## config.mk

```make
export PLATFORM = sky130hd
export DESIGN_NAME = dcnt_ram
export DESIGN_NICKNAME = d
export VERILOG_FILES = /design/src/hw/rtl/dcnt_ram.sv
export SDC_FILE = /design/constraint.sdc
export NUM_CORES = 1
export LEC_CHECK = 0
export BUFFER_PORTS_ARGS = -buffer_cell sky130_fd_sc_hd__buf_2
export CELL_PAD_IN_SITES_DETAIL_PLACEMENT = 1
export CELL_PAD_IN_SITES_GLOBAL_PLACEMENT = 1
export CORE_MARGIN = 2
export CORE_UTILIZATION = 30
export DETAILED_ROUTE_END_ITERATION = 12
export PLACE_DENSITY = 0.62
export REMOVE_ABC_BUFFERS = 1
export SYNTH_ARGS = -nofsm -noshare
export SYNTH_HDL_FRONTEND = slang
export SYNTH_SLANG_ARGS = --single-unit
```

## constraint.sdc

```tcl
create_clock -name clk -period 1 [get_ports clk]
set_input_delay 0.05 -clock clk [delete_from_list [all_inputs] [get_ports clk]]
set_output_delay 0.05 -clock clk [all_outputs]
set_load 0.005 [all_outputs]
```

## src/hw/rtl/dcnt_ram.sv

```systemverilog
// ----------------------------------------------------------------------------
// dcnt_ram
// Generic single-port synchronous RAM with registered read.
// ----------------------------------------------------------------------------
module dcnt_ram #(
  parameter int Width = 1,
  parameter int Depth = 16
) (
  input  logic                     clk,
  input  logic                     we,
  input  logic [$clog2(Depth)-1:0] addr,
  input  logic [Width-1:0]         wdata,
  output logic [Width-1:0]         rdata
);

  logic [Width-1:0] mem [Depth];

  always_ff @(posedge clk) begin
    if (we) mem[addr] <= wdata;
    rdata <= mem[addr];
  end

endmodule

```

==> impl_metrics.py <==
metrics = {
    "worst_setup_path": {
        "critPathMaxStageDelay_ns": 0.50,
        "path_buf_inv": 0,
        "cp_common_cell": "mux2i_1",
        "timing.reg2reg.setup_slack_ns": -0.19,
        "rr_worst_depth": 3,
        "crit_chain": "mux4_1 -> mux2i_1 -> mux2i_1",
        "worstReg2RegEnd": "rdata$_DFF_P_",
        "cp_max_fo": 1,
        "worst_path_dominant_cell_family": "multiplexers",
        "cp_slowest_cell": "mux4_1",
        "cp-end-kind": "flip-flop",
        "start_kind": "flip-flop",
        "cp.required_ns": 1.18,
        "criticalPathCategory": "flip-flop to flip-flop",
        "worstReg2RegStart": "mem[9]$_DFFE_PP_",
        "arrival_ns": 1.37,
    },
    "die": {
        "dieWidth_um": 54.4,
        "num_rows": 18,
        "io_pins": 8,
        "start_util_pct": 31.1,
        "die_h_um": 54.4,
        "die-area_um2": 2960,
        "core_area_um2": 2450,
    },
    "cts": {
        "post-cts-setup-buffers": 0,
        "cts_hold_buf": 0,
        "clkTransAtPathRegs_ns": 0.10,
        "cts.htree.levels": 1,
        "clock_path_buffers": 2,
        "cts_tree": "built",
        "cts_buffers": 3,
        "cts_sinks": 17,
        "insertion_delay_ns": 0.29,
        "cts_root_buffer": "clkbuf_4",
    },
    "yosys": {
        "synthTopCellsByArea": "edfxtp_1 (63%), mux4_1 (14%), nor2_1 (5.9%)",
        "synth_cell_type_count": 14,
        "synth_top_area_share_pct": 63.0,
        "yosys.area.top_type": "edfxtp_1",
        "syn_area_um2": 763,
        "ys_seq_area_share_pct": 65.6,
        "yosys_warnings": 0,
        "synth_cells": 49,
        "syn_avg_cell_area_um2": 15.6,
        "synth_seq_cells": 17,
    },
    "power": {
        "p_per_area_nw_per_um2": 1490,
        "p_leak_nw": 0.296,
        "vdd_drop_max_v": 0.000844,
    },
    "hold_path": {
        "whs_endpoint": "rdata$_DFF_P_",
        "hold_path_depth": 3,
        "hold_path.class": "input port to flip-flop",
        "hold_start": "addr[2]",
    },
    "grt": {
        "grt_start_max_net_pins": 17,
        "grt_antenna_before_repair": 0,
        "grt_overflow": 0,
        "grt_pass1_vias": 481,
        "grt_usage_pct": 12.0,
        "grt_first_pass_wirelength_mm": 2.39,
    },
    "sta": {
        "min_period_ns": 1.19,
        "finClkSkew_ns": 0.00202,
        "relSlewSlack_pct": 83.4,
        "hold_slack_ns": 0.0697,
        "rsz0062_at_grt": "true",
        "finalWorstSetupSlack_ns": -0.188,
        "worst_pin_slew_ns": 0.248,
        "hold_viol_final": 0,
        "drv_slew": 0,
        "tns_ns": -0.188,
        "fin_crit_sh_pct": 119,
        "setup_violations": 1,
        "max_freq_mhz": 842,
    },
    "detailed_routing": {
        "avgRoutedWirePerCell_um": 14.6,
        "wl_mm": 1.34,
        "ant_nets": 0,
        "first_iter_violations": 5,
        "vias_per_cell": 4.74,
        "drc": 0,
        "vias": 436,
        "drt_pass1_iterations": 4,
    },
    "cells_and_area": {
        "area_delta_synth_final_pct": 13.3,
        "n_antenna_cell": 0,
        "final_cell_mix": "edfxtp_1 (16), nor2_1 (12), buf_2 (7)",
        "layout.nets": 70,
        "final_common_cell": "edfxtp_1",
        "fin_area_um2": 865,
        "layout-drive-gt1-share_pct": 29.0,
    },
    "placement": {
        "dpl_cell_area_um2": 850,
        "place_worst_setup_slack_ns": -0.223,
        "globalplace.congestion": 0.686,
        "io_buffers": 7,
    },
    "run_status": {
        "violations": "negative setup slack",
        "status": "finished with violations",
    },
    "job": {
        "max_cap_viol_count": 0,
    },
}
layout make-up:
class / count / area (um2)
Fill cell: 274 / 1590
Multi-Input combinational cell: 30 / 235
Tap cell: 30 / 37.5
Sequential cell: 17 / 500
Timing Repair Buffer: 11 / 65.1
Clock buffer: 4 / 26.3
stage by stage:
step,util [%],std cells,total power (W)
global placement,34.6,88,0.000932
global route,35.2,92,0.00136
detailed placement,34.6,88,0.000933
floorplan,-,47,0.000865
finish,35.2,92,0.00128
CTS,35.2,92,0.00130
synth_stat cells:
cell	number
mux2i_1	3
nand3_1	1
nand3b_1	2
nand2b_1	1
buf_6	1
edfxtp_1	16
buf_2	1
nor2_1	12
nor3_1	4
dfxtp_1	1
nand2_1	1
mux4_1	4
or3b_2	1
or2b_1	1
registers in the layout, indices dropped and copies added (netlist names):
register and count:
rdata 1, mem 16
power breakdown:
| group | leakage (nW) | internal, W | switching, W |
|---|---|---|---|
| Clock | 0.0150 | 0.000155 | 0.000211 |
| Combinational | 0.128 | 0.0000549 | 0.0000633 |
| Sequential | 0.153 | 0.000795 | 0.00000442 |
| Total | 0.296 | 0.00101 | 0.000279 |
logic make-up after synthesis:
group | Yosys count | share of synthesized area (%)
buf+inv | 2 | 2.13
simple gates | 23 | 14.6
flops | 17 | 65.6
mux | 7 | 17.7
layer usage:
| metal | up-vias | routed length [um] | global-route usage, % |
|---|---|---|---|
| met4 | 0 | 26 | 7.50 |
| met3 | 4 | 51 | 1.64 |
| met1 | 207 | 703 | 17.5 |
| met5 | - | 0 | 0 |
| li1 | 213 | - | - |
| met2 | 12 | 561 | 16.5 |
worst reg2reg max path, stage by stage (launching register included):
cell	delay, ns
edfxtp_1	0.37
mux4_1	0.50
mux2i_1	0.14
mux2i_1	0.08
worst max path at each step:
stage | startpoint | endpoint | slack (ns) | cells after the start
global placement | mem[6]$_DFFE_PP_ | rdata$_DFF_P_ | -0.24 | 3
floorplan | mem[13]$_DFFE_PP_ | rdata$_DFF_P_ | -0.13 | 3
global route | mem[15]$_DFFE_PP_ | rdata$_DFF_P_ | -0.33 | 3
finish | mem[9]$_DFFE_PP_ | rdata$_DFF_P_ | -0.19 | 3
detailed placement | mem[13]$_DFFE_PP_ | rdata$_DFF_P_ | -0.22 | 3
CTS | mem[6]$_DFFE_PP_ | rdata$_DFF_P_ | -0.21 | 3
what timing repair did:
item / 4_1_cts / 5_1_grt
setup endpoints to repair: 1 / 1
gates resized for setup: 3 / 0
pin swaps: 0 / 0
Power figures use the tool's default switching activity.
