$ cat src/hw/rtl/dcnt_pkg.sv
// ----------------------------------------------------------------------------
// dcnt_pkg
// Shared constants, types and the state encoding of the divisor counter.
// ----------------------------------------------------------------------------
package dcnt_pkg;

  localparam int PrimeLimit = 1048576;
  localparam int NumberBits = 40;
  localparam int MapBits    = PrimeLimit / 2 + 1;
  localparam int MapAw      = $clog2(MapBits);
  localparam int CountBits  = 16;
  localparam int ExpBits    = 7;
  localparam int DivBits    = 22;

  typedef enum logic [3:0] {
    ST_CLEAR, ST_SIEVE_RD, ST_SIEVE_CHK, ST_SIEVE_MARK,
    ST_IDLE, ST_TWO, ST_TRY, ST_LOOK, ST_DIV, ST_DIVWAIT, ST_EXP, ST_FINISH, ST_OUT
  } dcnt_state_t;

  // Control from the sequencer to the divider.
  typedef struct packed {
    logic start;
  } div_ctl_t;

  typedef struct packed {
    logic busy;
    logic done;
  } div_sts_t;

  // Saturating product of the count.
  function automatic logic [CountBits-1:0] mul_sat(input logic [CountBits-1:0] a,
                                                    input logic [ExpBits-1:0] b);
    logic [CountBits+ExpBits-1:0] p;
    p = a * b;
    if (p > {{ExpBits{1'b0}}, {CountBits{1'b1}}}) return {CountBits{1'b1}};
    return p[CountBits-1:0];
  endfunction

endpackage

$ cat src/hw/rtl/dcnt_div.sv
// ----------------------------------------------------------------------------
// dcnt_div
// Restoring divider, one quotient bit a cycle: value / divisor and whether the remainder is zero.
// ----------------------------------------------------------------------------
module dcnt_div
  import dcnt_pkg::*;
(
  input  logic                  clk,
  input  logic                  rst,
  input  div_ctl_t              ctl,
  input  logic [NumberBits-1:0] dividend,
  input  logic [DivBits-1:0]    divisor,
  output div_sts_t              sts,
  output logic [NumberBits-1:0] quotient,
  output logic                  rem_zero
);

  localparam int CntBits = $clog2(NumberBits + 1);

  logic [DivBits:0]        rem;
  logic [NumberBits-1:0]   quo;
  logic [CntBits-1:0]      cnt;
  logic                    busy;
  logic                    done;
  logic [DivBits:0]        shifted;
  logic [DivBits+1:0]      diff;

  assign shifted = {rem[DivBits-1:0], quo[NumberBits-1]};
  assign diff    = {1'b0, shifted} - {2'b0, divisor};

  always_ff @(posedge clk) begin
    if (rst) begin
      busy <= 1'b0;
      done <= 1'b0;
    end else begin
      done <= 1'b0;
      if (ctl.start) begin
        busy <= 1'b1;
        cnt  <= CntBits'(NumberBits);
        rem  <= '0;
        quo  <= dividend;
      end else if (busy) begin
        // shift in one bit, subtract if it fits
        if (!diff[DivBits+1]) begin
          rem <= diff[DivBits:0];
          quo <= {quo[NumberBits-2:0], 1'b1};
        end else begin
          rem <= shifted;
          quo <= {quo[NumberBits-2:0], 1'b0};
        end
        cnt <= cnt - 1'b1;
        if (cnt == CntBits'(1)) begin
          busy <= 1'b0;
          done <= 1'b1;
        end
      end
    end
  end

  assign sts.busy = busy;
  assign sts.done = done;
  assign quotient = quo;
  assign rem_zero = (rem == '0);

endmodule

$ cat config.mk
export PLATFORM = sky130hd
export DESIGN_NAME = dcnt_div
export DESIGN_NICKNAME = d
export VERILOG_FILES = /design/src/hw/rtl/dcnt_pkg.sv /design/src/hw/rtl/dcnt_div.sv
export SDC_FILE = /design/constraint.sdc
export NUM_CORES = 1
export LEC_CHECK = 0
export BUFFER_PORTS_ARGS = -buffer_cell sky130_fd_sc_hd__buf_4
export CORE_ASPECT_RATIO = 0.75
export CORE_MARGIN = 8
export CORE_UTILIZATION = 60
export CTS_BUF_LIST = sky130_fd_sc_hd__clkbuf_8
export DETAILED_ROUTE_END_ITERATION = 7
export PLACE_DENSITY = 0.88
export SYNTH_ARGS = -nofsm -noshare
export SYNTH_HDL_FRONTEND = slang
export SYNTH_SLANG_ARGS = --single-unit
export TNS_END_PERCENT = 1
$ cat constraint.sdc
create_clock -name clk -period 7.3 [get_ports clk]
set_input_delay 0.73 -clock clk [delete_from_list [all_inputs] [get_ports clk]]
set_output_delay 0.73 -clock clk [all_outputs]
set_load 0.005 [all_outputs]
==> results of run 1 <==
through the flow:
stage / std cells / cell area [um2] / hold slack (ns)
2_1_floorplan: 413 / 4550 / 0.493
3_3_place_gp: 602 / 5360 / 0.509
3_5_place_dp: 602 / 5360 / 0.519
4_1_cts: 618 / 5540 / 0.537
5_1_grt: 618 / 5540 / 0.563
6_report: 618 / 5540 / 0.538
worst max path at each step:
stage	endpoint	slack, ns	depth (start not counted)
2_1_floorplan	cnt[0]	2.52	4
3_3_place_gp	rem[15]	3.98	10
3_5_place_dp	rem[15]	3.86	10
4_1_cts	rem[15]	4.24	10
5_1_grt	rem[15]	4.05	8
6_report	rem[15]	4.21	10
state kept, by name, indices dropped and copies added, names as in the netlist:
name	cells
rem	23
done	1
quotient	40
busy	1
cnt	6
cells in the final DEF (no fill, tap or decap), types with 3 or more instances in the layout:
cell type,n
a21o_1,7
o21ai_0,17
nor4_1,7
nand2_1,28
buf_4,108
o21bai_1,4
xor2_1,7
clkbuf_8,9
mux2_2,40
edfxtp_1,69
inv_6,3
inv_1,29
mux2i_1,14
nand3_1,7
xnor2_1,9
nand4_1,7
nor3_1,6
nor2_1,37
o21a_1,3
a211oi_1,5
a21oi_1,27
ha_1,24
cell families (layout without fill, tap and decap cells):
family          after synthesis  count (layout)  share of synthesized area, %
simple gates                111             111                          11.8
compound gates               87              87                          13.4
flops                        71              71                          46.4
mux                          54              54                          13.0
buf+inv                      49             153                          5.25
fa+ha+maj                    25              25                          7.04
xor+xnor                     16              16                          3.08
critical path, delay by kind of cell:
family | cells | cell delay, ns
buffers and inverters | 2 | 0.11
multiplexers | 1 | 0.27
AND/OR/NAND/NOR | 2 | 0.19
adder cells (fa/ha/maj) | 1 | 0.34
AO/OA/AOI/OAI | 4 | 1.52
layer usage:
metal  global-route usage [%]  part of all wire (%)  vias up
met5                        0                     0        -
met4                     4.57                   1.1        0
met3                     8.53                    10       20
met2                     34.3                    48      166
met1                     28.7                    41     1734
li1                         -                     -     1725
power by group through the flow:
stage | sequential [W] | clock (W) | combinational, W
2_1_floorplan | 0.000520 | 0 | 0.000245
3_3_place_gp | 0.000522 | 0 | 0.000323
3_5_place_dp | 0.000524 | 0 | 0.000334
4_1_cts | 0.000516 | 0.000300 | 0.000336
5_1_grt | 0.000519 | 0.000316 | 0.000373
6_report | 0.000517 | 0.000299 | 0.000341
area by class of cell:
cell class                      count  area, um2
Inverter                           29        109
Sequential cell                    71       2110
Clock inverter                      7       55.1
Clock buffer                        9        124
Multi-Input combinational cell    293       2200
Tap cell                          101        126
Fill cell                         510       1790
Timing Repair Buffer              108        811
==> impl_results.rst, run 1 <==
.. list-table::
   :header-rows: 1

   * - Metric
     - Value
   * - Result of the run
     - completed
   * - Crit path launch type
     - input pin
   * - DRC violations left
     - 0
   * - Warnings from Yosys
     - 0
   * - Hold Path Origin
     - busy
   * - Detailed Place HPWL
     - slightly below 9 mm
   * - Tightest Hold Check Type
     - reg -> reg
   * - Slowest-stage cell, CP
     - o22a_2
   * - Setup violators final
     - 0
   * - Number of search-and-repair iterations in the first detailed-routing pass
     - 5
   * - Buffer depth of the longest clock path
     - 2
   * - Startpoint-to-endpoint class of the critical path
     - in -> reg
   * - CTS tree
     - done
   * - Die height
     - approximately 91 um
   * - Switching part of the total power
     - 33.0%
   * - Crit path capture type
     - flop
   * - Reg-to-reg startpoint
     - rem[1]
   * - Initial detailed-routing violation count
     - between 200 and 300
   * - Ratio of total power to cell area
     - between 200 and 250 mW/mm2
   * - Pin count of the biggest net entering global routing
     - 75
   * - Post-route setup slack
     - ~4.2 ns
   * - Post-synth EDFFs
     - 69
   * - Clk sink count
     - 71
   * - Maximum clock skew at final layout
     - 0.00791 ns
   * - Standard-cell rows
     - 27
   * - End of the worst register-to-register path
     - rem[15]
   * - Peak fanout along the critical path
     - 18
   * - Setup TNS
     - 0 ns
   * - Reg-to-reg slack, setup
     - ~4.2 ns
   * - Inserted Clock Buffers
     - 9
   * - Syn Area/Cell
     - around 11 um2
   * - Nets in the synthesized netlist
     - 503
   * - Fraction of synthesized cell area taken by the top area cell type
     - a little under half
   * - Crit path launch
     - divisor[4]
   * - Part of the power in the clock network
     - 25.9%
   * - Combinational group share of total power
     - about 30%
   * - Total leakage power
     - about 2.4 nW
   * - Final worst path period need
     - 3.09 ns
   * - Number of antenna cells inserted
     - 0
   * - Share of synthesized flip-flops with an asynchronous set or reset
     - 0%
   * - Floorplan die area
     - 0.0107 mm2
   * - Total gr overflow
     - 0
   * - FMAX
     - 323 MHz
   * - PortBufs
     - ~110
   * - Gr usage total
     - approximately 22%
   * - Final estimated routing congestion in global placement
     - about 0.9
   * - Synthesis-stage register bit count
     - about 70
   * - Placement-stage worst setup slack
     - a little under 4 ns
   * - Unrepaired setup endpoints after global routing
     - false
   * - Number of nets still failing antenna checks after routing
     - 0
   * - Library cell with the highest instance count after synthesis
     - edfxtp_1
   * - Vias after detailed routing
     - approximately 3,600
   * - Data required time of the worst path
     - about 7.4 ns
   * - Area growth from synthesis to final layout
     - 21.8%
   * - Fraction of power consumed by sequential logic
     - 44.6%
   * - Wire length of the first global-routing pass
     - 18.6 mm
   * - Vias per inst
     - 5.90
   * - Relative slew margins
     - 39.5%
   * - Cell chosen for the clock root
     - clkbuf_8
   * - Final-report max-slew violation count
     - 0
   * - Distinct cell type count after synthesis
     - between 60 and 70
   * - # Post-CTS Setup Buffers
     - 0
   * - Clock insertion delay at the later pin of the skew report
     - roughly 0.35 ns
   * - Cells traversed along the worst timing path
     - buf_4 -> inv_1 -> ha_1 -> nand2_1 -> a211oi_4 -> o21ai_2 -> o41ai_4 -> o22a_2 -> mux2i_1 -> nor2_1
   * - Number of stages on the worst hold path
     - 1
   * - Sequential share of the synthesized area
     - roughly 46%
   * - Post-layout nets
     - roughly 600
   * - Most common library cells after synthesis
     - 69 x edfxtp_1, 40 x mux2_2, 38 x nor2_1, 29 x inv_1, 28 x nand2_1
   * - Die W
     - about 120 um
   * - Core region area
     - 0.00733 mm2
   * - Post-synthesis cell type with the largest combined area
     - edfxtp_1
   * - Cells resized by post-CTS repair
     - 0
   * - Ratio of cells with drive above 1 in the final layout
     - around a third
   * - Arrival time of data at the critical path endpoint
     - around 3.2 ns
   * - Clock Pin Slew Worst Setup and Hold Paths
     - around 0.09 ns
   * - Highest cell delay on the worst timing path
     - 0.62 ns
   * - Synth area leaders
     - edfxtp_1 46%, mux2_2 9.9%, ha_1 6.6%
   * - Count of cells along the worst register-to-register path
     - 8
   * - Core utilization of the finished layout
     - ~76%
   * - Leading register cell type out of synthesis
     - edfxtp_1
   * - Final Cycle Share
     - between 40% and 50%
   * - Net load switching power
     - about 0.00038 W
   * - DRT Wirelength
     - between 10 and 15 mm
   * - H-Tree Depth
     - 3
   * - Netlist Area Pre-Place
     - between 0.004 and 0.005 mm2
   * - Number of global-route vias before repair
     - 3,646
   * - Detail-routed net length per standard cell
     - slightly below 20 um
   * - Final count of hold timing violations
     - 0
   * - Syn Inst Count
     - 413
   * - Initial antenna violation count
     - 0
   * - Initial standard-cell utilization of the core
     - between 60% and 70%
   * - Power consumption
     - 0.00116 W
   * - Peak ir drop on the vdd network
     - roughly 130 uV
   * - Reported max-cap violation count
     - 0
   * - Number of buffers inserted for hold repair after clock tree synthesis
     - 0
   * - Slew at the pin with the worst max-slew slack
     - 0.908 ns
   * - IO Pins
     - approximately 110
   * - Internal power consumption
     - between 0.0007 and 0.0008 W
   * - Endpoint with the worst hold slack
     - done
Power figures use the tool's default switching activity.
==> run 2: changes to the inputs <==
--- a/config.mk
+++ b/config.mk
@@ -8,10 +8,10 @@
 export BUFFER_PORTS_ARGS = -buffer_cell sky130_fd_sc_hd__buf_4
 export CORE_ASPECT_RATIO = 0.75
 export CORE_MARGIN = 8
-export CORE_UTILIZATION = 60
+export CORE_UTILIZATION = 51
 export CTS_BUF_LIST = sky130_fd_sc_hd__clkbuf_8
 export DETAILED_ROUTE_END_ITERATION = 7
-export PLACE_DENSITY = 0.88
+export PLACE_DENSITY = 0.79
 export SYNTH_ARGS = -nofsm -noshare
 export SYNTH_HDL_FRONTEND = slang
 export SYNTH_SLANG_ARGS = --single-unit
==> constraint.sdc (replaced) <==
create_clock -name clk -period 2.58 [get_ports clk]
set_input_delay 0.258 -clock clk [delete_from_list [all_inputs] [get_ports clk]]
set_output_delay 0.258 -clock clk [all_outputs]
set_load 0.005 [all_outputs]
==> run 2 against run 1 <==
  * Flip-flop and latch count unchanged
  * Highest routed layer unchanged
  * Final cell count up 11%
  * Power rose to 3.0 times the previous value
  * Largest power group unchanged
==> impl_results.rst, run 2 (synthesized netlist as in run 1, its figures left out) <==
.. list-table::
   :header-rows: 1

   * - Metric
     - Value
   * - Clock insertion delay at the later pin of the skew report
     - around 0.35 ns
   * - Final estimated routing congestion in global placement
     - between 0.9 and 1
   * - Clock Pin Slew Worst Setup and Hold Paths
     - 0.08 ns
   * - Post-layout nets
     - between 600 and 700
   * - Pin count of the biggest net entering global routing
     - 70
   * - Initial standard-cell utilization of the core
     - approximately half
   * - Clk sink count
     - 71
   * - Leading cell type in the layout, fill and taps excluded
     - buf_4
   * - Number of buffers inserted for hold repair after clock tree synthesis
     - 0
   * - Maximum clock skew at final layout
     - between 0.007 and 0.008 ns
   * - Detail-routed net length per standard cell
     - ~17 um
   * - Final count of hold timing violations
     - 0
   * - Floorplan die area
     - 0.0122 mm2
   * - Final worst path period need
     - 2.58 ns
   * - Number of nets still failing antenna checks after routing
     - 0
   * - Part of the power in the clock network
     - approximately a quarter
   * - Cell chosen for the clock root
     - clkbuf_8
   * - Standard-cell rows
     - 30
   * - Number of search-and-repair iterations in the first detailed-routing pass
     - 5
   * - DRT Wirelength
     - around 12 mm
   * - Detailed Place HPWL
     - about 8.9 mm
   * - Slew at the pin with the worst max-slew slack
     - 0.573 ns
   * - Total gr overflow
     - 0
   * - Core region area
     - roughly 0.0089 mm2
   * - Combinational group share of total power
     - roughly a third
   * - H-Tree Depth
     - 3
   * - Final Cycle Share
     - between 90% and 100%
   * - FMAX
     - 388 MHz
   * - Flip-flop count of the largest register, all copies and words added
     - 40
   * - Tightest Hold Check Type
     - in -> reg
   * - Initial detailed-routing violation count
     - 320
   * - Inserted Clock Buffers
     - 9
   * - Relative slew margins
     - between 60% and 70%
   * - Worst hold-check slack
     - 0.104 ns
   * - Ratio of total power to cell area
     - between 500 and 600 mW/mm2
   * - Number of antenna cells inserted
     - 0
   * - Most frequent cells in the layout
     - 162 x buf_4, 69 x edfxtp_1, 40 x mux2_2
   * - Result of the run
     - completed
   * - Die W
     - 125 um
   * - DRC violations left
     - 0
   * - PortBufs
     - between 100 and 150
   * - CTS tree
     - done
   * - Area growth from synthesis to final layout
     - 33.7%
   * - Setup violators final
     - 0
   * - Initial antenna violation count
     - 0
   * - Wire length of the first global-routing pass
     - 18.7 mm
   * - Number of global-route vias before repair
     - between 3,000 and 4,000
   * - Total leakage power
     - ~2.7 nW
   * - Vias per inst
     - between 5 and 6
   * - Power consumption
     - 0.00350 W
   * - Die height
     - 97.8 um
   * - Switching part of the total power
     - a little under a third
   * - Peak ir drop on the vdd network
     - slightly above 400 uV
   * - Unrepaired setup endpoints after global routing
     - true
   * - Crit path launch type
     - flop
   * - IO Pins
     - around 110
   * - Arrival time of data at the critical path endpoint
     - about 2.8 ns
   * - Number of fill cells in the layout
     - 673
   * - Data required time of the worst path
     - 2.80 ns
   * - Crit path capture type
     - flop
   * - Net load switching power
     - around 0.0011 W
   * - Vias after detailed routing
     - approximately 3,800
   * - Fraction of power consumed by sequential logic
     - between 40% and 50%
   * - Internal power consumption
     - ~0.0024 W
   * - Buffer depth of the longest clock path
     - 2
   * - Gr usage total
     - 18.7%
   * - Ratio of cells with drive above 1 in the final layout
     - between 40% and 50%
   * - Peak fanout along the critical path
     - 7
   * - Reported max-cap violation count
     - 0
   * - Final-report max-slew violation count
     - 0
   * - Startpoint-to-endpoint class of the critical path
     - reg -> reg
-- run 2: worst paths after layout --
check	start	end	slack (ns)	cells past startpoint
worst min-delay path	rst	busy	0.10	2
worst max register to register	rem[14]	rem[21]	0.0007	8
worst max-delay path	rem[14]	rem[21]	0.0007	8
worst min register to register	busy	done	0.54	1
-- run 2: what timing repair did --
action,CTS,global route
gates resized for setup,7,7
pin swaps,7,1
setup buffers,5,1
hold endpoints to repair,0,0
setup endpoints to repair,20,20
-- run 2: stage by stage --
stage	setup TNS, ns	util, %	cell area, um2	setup slack [ns]	std cells
finish	0	68.7	6080	0.000717	685
global route	-1.55	68.7	6080	-0.141	685
CTS	0	68.4	6060	0.00308	684
detailed placement	-0.651	65.3	5780	-0.219	664
global placement	-0.290	65.3	5780	-0.143	664
floorplan	-0.273	-	4560	-0.105	413
-- run 2: area by class of cell --
| type | instances | area [um2] | area share [%] |
|---|---|---|---|
| flip-flops and latches | 71 | 2110 | 34.7 |
| multi-input cells | 293 | 2270 | 37.3 |
| clock inverters | 6 | 62.6 | 1.03 |
| well taps | 112 | 140 | 2.30 |
| clock buffers | 9 | 124 | 2.04 |
| inverters | 29 | 109 | 1.79 |
| repair buffers | 165 | 1270 | 20.8 |
-- run 2: critical path, stage by stage (launching register included) --
cell and delay [ns]:
edfxtp_1 0.44, ha_1 0.43, and4_1 0.29, nor4b_1 0.25
o21ai_0 0.18, nand4_1 0.18, a211oi_1 0.10, a2111oi_0 0.42
a31o_2 0.17
-- run 2: routing by layer --
layer	track usage [%]	wire [um]	vias to the layer above
met5	0	0	-
met4	4.48	80	0
met1	23.9	5130	1814
met3	6.53	881	7
met2	29.9	5560	136
li1	-	-	1848
-- run 2: power groups by stage --
| stage | Combinational [W] | Clock [W] | Sequential (W) |
|---|---|---|---|
| after floorplan | 0.000694 | 0 | 0.00147 |
| after global placement | 0.00109 | 0 | 0.00147 |
| after detailed placement | 0.00112 | 0 | 0.00147 |
| after CTS | 0.00116 | 0.000900 | 0.00145 |
| after global routing | 0.00127 | 0.000939 | 0.00146 |
| final | 0.00117 | 0.000882 | 0.00145 |
==> run 3: changes to the inputs <==
--- a/config.mk
+++ b/config.mk
@@ -5,13 +5,14 @@
 export SDC_FILE = /design/constraint.sdc
 export NUM_CORES = 1
 export LEC_CHECK = 0
+export ABC_AREA = 1
 export BUFFER_PORTS_ARGS = -buffer_cell sky130_fd_sc_hd__buf_4
 export CORE_ASPECT_RATIO = 0.75
 export CORE_MARGIN = 8
-export CORE_UTILIZATION = 51
+export CORE_UTILIZATION = 52
 export CTS_BUF_LIST = sky130_fd_sc_hd__clkbuf_8
 export DETAILED_ROUTE_END_ITERATION = 7
-export PLACE_DENSITY = 0.79
+export PLACE_DENSITY = 0.8
 export SYNTH_ARGS = -nofsm -noshare
 export SYNTH_HDL_FRONTEND = slang
 export SYNTH_SLANG_ARGS = --single-unit
==> run 3 against run 2 <==
  * Global-route usage up 2.8 points
  * Highest routed layer unchanged
  * Final area up 1.4%
  * Critical endpoint is now rem[16]
  * Register-to-register slack gained 0.24 ns
  * Via count rose by 25%
  * Largest cell class unchanged
  * Clock power decreased by 11%
==> impl_results.rst, run 3 <==
.. list-table::
   :header-rows: 1

   * - Metric
     - Value
   * - Number of nets still failing antenna checks after routing
     - 0
   * - Standard-cell rows
     - 31
   * - Reported max-cap violation count
     - 0
   * - Initial antenna violation count
     - 0
   * - Tightest Hold Check Type
     - in -> reg
   * - Share of synthesized flip-flops with an asynchronous set or reset
     - 0%
   * - Leading cell type in the layout, fill and taps excluded
     - nand2_1
   * - Highest cell delay on the worst timing path
     - approximately 0.40 ns
   * - Synthesis-stage register bit count
     - 71
   * - Initial standard-cell utilization of the core
     - a little over half
   * - Cell total after placement
     - about 930
   * - Cell chosen for the clock root
     - clkbuf_8
   * - DRT Wirelength
     - 13.7 mm
   * - Vias after detailed routing
     - about 4,800
   * - Detailed Place HPWL
     - 10.6 mm
   * - Peak fanout along the critical path
     - 4
   * - Startpoint-to-endpoint class of the critical path
     - reg -> reg
   * - Detail-routed net length per standard cell
     - approximately 14 um
   * - Relative slew margins
     - between 60% and 70%
   * - Core region area
     - ~0.0095 mm2
   * - Slowest-stage cell, CP
     - edfxtp_1
   * - Total leakage power
     - approximately 3.3 nW
   * - Sequential share of the synthesized area
     - 42.1%
   * - Flip-flop count of the largest register, all copies and words added
     - 40
   * - Nets in the synthesized netlist
     - 793
   * - Internal power consumption
     - 0.00211 W
   * - Combinational group share of total power
     - around 31%
   * - Post-layout nets
     - 904
   * - Most common library cells after synthesis
     - 317 x nand2_1, 121 x inv_1, 69 x edfxtp_1, 34 x nand3_1, 31 x nor2_1
   * - Result of the run
     - completed
   * - Vias per inst
     - about 5
   * - Warnings from Yosys
     - 0
   * - Net load switching power
     - 0.00109 W
   * - Peak ir drop on the vdd network
     - 347 uV
   * - Final count of hold timing violations
     - 0
   * - Data required time of the worst path
     - between 2 and 3 ns
   * - Post-route setup slack
     - ~0.24 ns
   * - Area growth from synthesis to final layout
     - 22.9%
   * - Routing usage on met1
     - 29.7%
   * - Die height
     - between 100 and 150 um
   * - PortBufs
     - approximately 110
   * - Maximum clock skew at final layout
     - ~0.011 ns
   * - Number of global-route vias before repair
     - roughly 4,600
   * - Part of the power in the clock network
     - around 25%
   * - FMAX
     - 428 MHz
   * - Gr usage total
     - 21.5%
   * - Fraction of synthesized cell area taken by the top area cell type
     - 41.3%
   * - Fraction of power consumed by sequential logic
     - 45.0%
   * - CTS tree
     - done
   * - Global-route met2 utilization
     - between 30% and 40%
   * - Syn Inst Count
     - 703
   * - Ratio of cells with drive above 1 in the final layout
     - about a fifth
   * - Placement-stage worst setup slack
     - 0.181 ns
   * - Leading register cell type out of synthesis
     - edfxtp_1
   * - Portion of netlist area occupied by mux cells
     - 0%
   * - Setup TNS
     - 0 ns
   * - Pin count of the biggest net entering global routing
     - 53
   * - Largest family of logic cells by synthesized area
     - simple AND/OR/NAND/NOR gates
   * - Layer with the highest usage after global routing
     - met2
   * - Ratio of total power to cell area
     - 520 mW/mm2
   * - Post-synth EDFFs
     - between 60 and 70
   * - CP most frequent cell
     - nand3_1
   * - Total gr overflow
     - 0
   * - Clk sink count
     - just over 70
   * - Netlist Area Pre-Place
     - 0.00502 mm2
   * - Final standard cell area without fillers
     - 0.00617 mm2
   * - Cell area reported after detailed placement
     - 0.00597 mm2
   * - Number of buffers inserted for hold repair after clock tree synthesis
     - 0
   * - Share of the synthesized area in compound gates (AO/OA/AOI/OAI)
     - around 3.9%
   * - Inserted Clock Buffers
     - 9
   * - Fraction of synthesized cell area in xor and xnor cells
     - under 10%
   * - Buffer depth of the longest clock path
     - 2
   * - Post-synthesis cell type with the largest combined area
     - edfxtp_1
   * - Final estimated routing congestion in global placement
     - roughly 0.9
   * - Die W
     - between 100 and 150 um
   * - Clock insertion delay at the later pin of the skew report
     - approximately 0.36 ns
   * - Syn Area/Cell
     - just over 7 um2
   * - Number of antenna cells inserted
     - 0
   * - Final Cycle Share
     - 90.6%
   * - Most frequent cells in the layout
     - 317 x nand2_1, 122 x inv_1, 115 x buf_4
   * - DRC violations left
     - 0
   * - Wire length of the first global-routing pass
     - between 20 and 25 mm
   * - Share of synthesized cell area in full adder, half adder and majority cells
     - around 6.4%
   * - Arrival time of data at the critical path endpoint
     - ~2.5 ns
   * - Synth area leaders
     - edfxtp_1 41%, nand2_1 24%, inv_1 9.0%
   * - Final-report max-slew violation count
     - 0
   * - Initial detailed-routing violation count
     - slightly above 400
   * - Cells traversed along the worst timing path
     - inv_1 -> ha_1 -> inv_1 -> fa_2 -> nand3_1 -> nand3_2 -> nand2_1 -> nand3_1 -> nand2_1 -> nand3_1 -> a21oi_1 -> nor2_1
   * - Crit path capture type
     - flop
   * - Crit path launch type
     - flop
   * - Library cell with the highest instance count after synthesis
     - nand2_1
   * - Unrepaired setup endpoints after global routing
     - false
   * - Non-filler cells in the finished layout
     - 951
   * - Global routing met3 resource utilization
     - 6.40%
   * - Number of fill cells in the layout
     - 857
   * - Final worst path period need
     - ~2.3 ns
   * - Slew at the pin with the worst max-slew slack
     - around 0.55 ns
   * - Switching part of the total power
     - 34.1%
   * - Simple-gate share of the synthesized area
     - a little over a third
   * - Number of search-and-repair iterations in the first detailed-routing pass
     - 5
   * - Distinct cell type count after synthesis
     - 35
   * - IO Pins
     - around 110
   * - Power consumption
     - 0.00321 W
   * - Setup violators final
     - 0
   * - Floorplan die area
     - 0.0131 mm2
   * - H-Tree Depth
     - 3
   * - Clock Pin Slew Worst Setup and Hold Paths
     - approximately 0.08 ns
[run 3: changes by cell type in the layout (fill, tap and decap cells not counted), sizes merged, moves of 8 or more]
cell / previous run / this run
inv: 31 / 123
a21o: 8 / 0
nand3: 8 / 35
nand2: 28 / 324
mux2i: 14 / 0
a211oi: 8 / 0
mux2: 40 / 0
buf: 165 / 116
[run 3: final cells by class]
class | count | area (um2) | area share [%]
multi-input combinational | 494 | 2380 | 38.7
clock inverter | 7 | 41.3 | 0.669
tap | 132 | 165 | 2.68
inverter | 122 | 458 | 7.42
timing repair buffer | 116 | 883 | 14.3
sequential | 71 | 2110 | 34.2
clock buffer | 9 | 124 | 2.01
[run 3: cells by family (layout without fill, tap and decap cells)]
logic type               after synthesis  in the layout
AO/OA/AOI/OAI                         36             36
XOR/XNOR                               6              6
adder cells (fa/ha/maj)               25             25
buffers and inverters                138            254
flip-flops                            71             71
AND/OR/NAND/NOR                      427            427
[run 3: critical path: cells and delay by family, from the launching register on]
family                     cells  cell delay [ns]
DFF                            1             0.40
and+or+nand+nor                7             0.81
AOI/OAI and AO/OA              1             0.16
adders and majority gates      2             0.53
buffers and inverters          2             0.18
[run 3: worst paths after layout]
| path | from | end | slack [ns] | cells after the start |
|---|---|---|---|---|
| setup / recovery | quotient[39] | rem[16] | 0.24 | 12 |
| hold / removal | rst | done | 0.09 | 2 |
| setup reg to reg | quotient[39] | rem[16] | 0.24 | 12 |
| hold reg to reg | busy | done | 0.53 | 2 |
[run 3: power groups by stage]
stage | sequential [W] | combinational, W | clock [W]
finish | 0.00144 | 0.000979 | 0.000785
global route | 0.00145 | 0.00110 | 0.000843
CTS | 0.00144 | 0.000954 | 0.000802
detailed placement | 0.00147 | 0.000950 | 0
global placement | 0.00146 | 0.000934 | 0
floorplan | 0.00146 | 0.000634 | 0
[run 3: metal layers]
layer,vias to the layer above,part of all wire [%]
met5,-,0
met4,0,1.6
met3,19,7.8
met2,159,45
met1,2168,46
li1,2411,-
[run 3: stage by stage]
stage / hold slack, ns / util, %
2_1_floorplan: 0.335 / -
3_3_place_gp: 0.456 / 62.5
3_5_place_dp: 0.457 / 62.5
4_1_cts: 0.0712 / 64.3
5_1_grt: 0.0658 / 64.6
6_report: 0.0915 / 64.6
[run 3: timing repair]
| item | in CTS | in global routing |
|---|---|---|
| resized for setup | 0 | 2 |
| setup buffers | 0 | 4 |
| setup endpoints to repair | 0 | 2 |
| endpoints found under the hold margin | 0 | 0 |
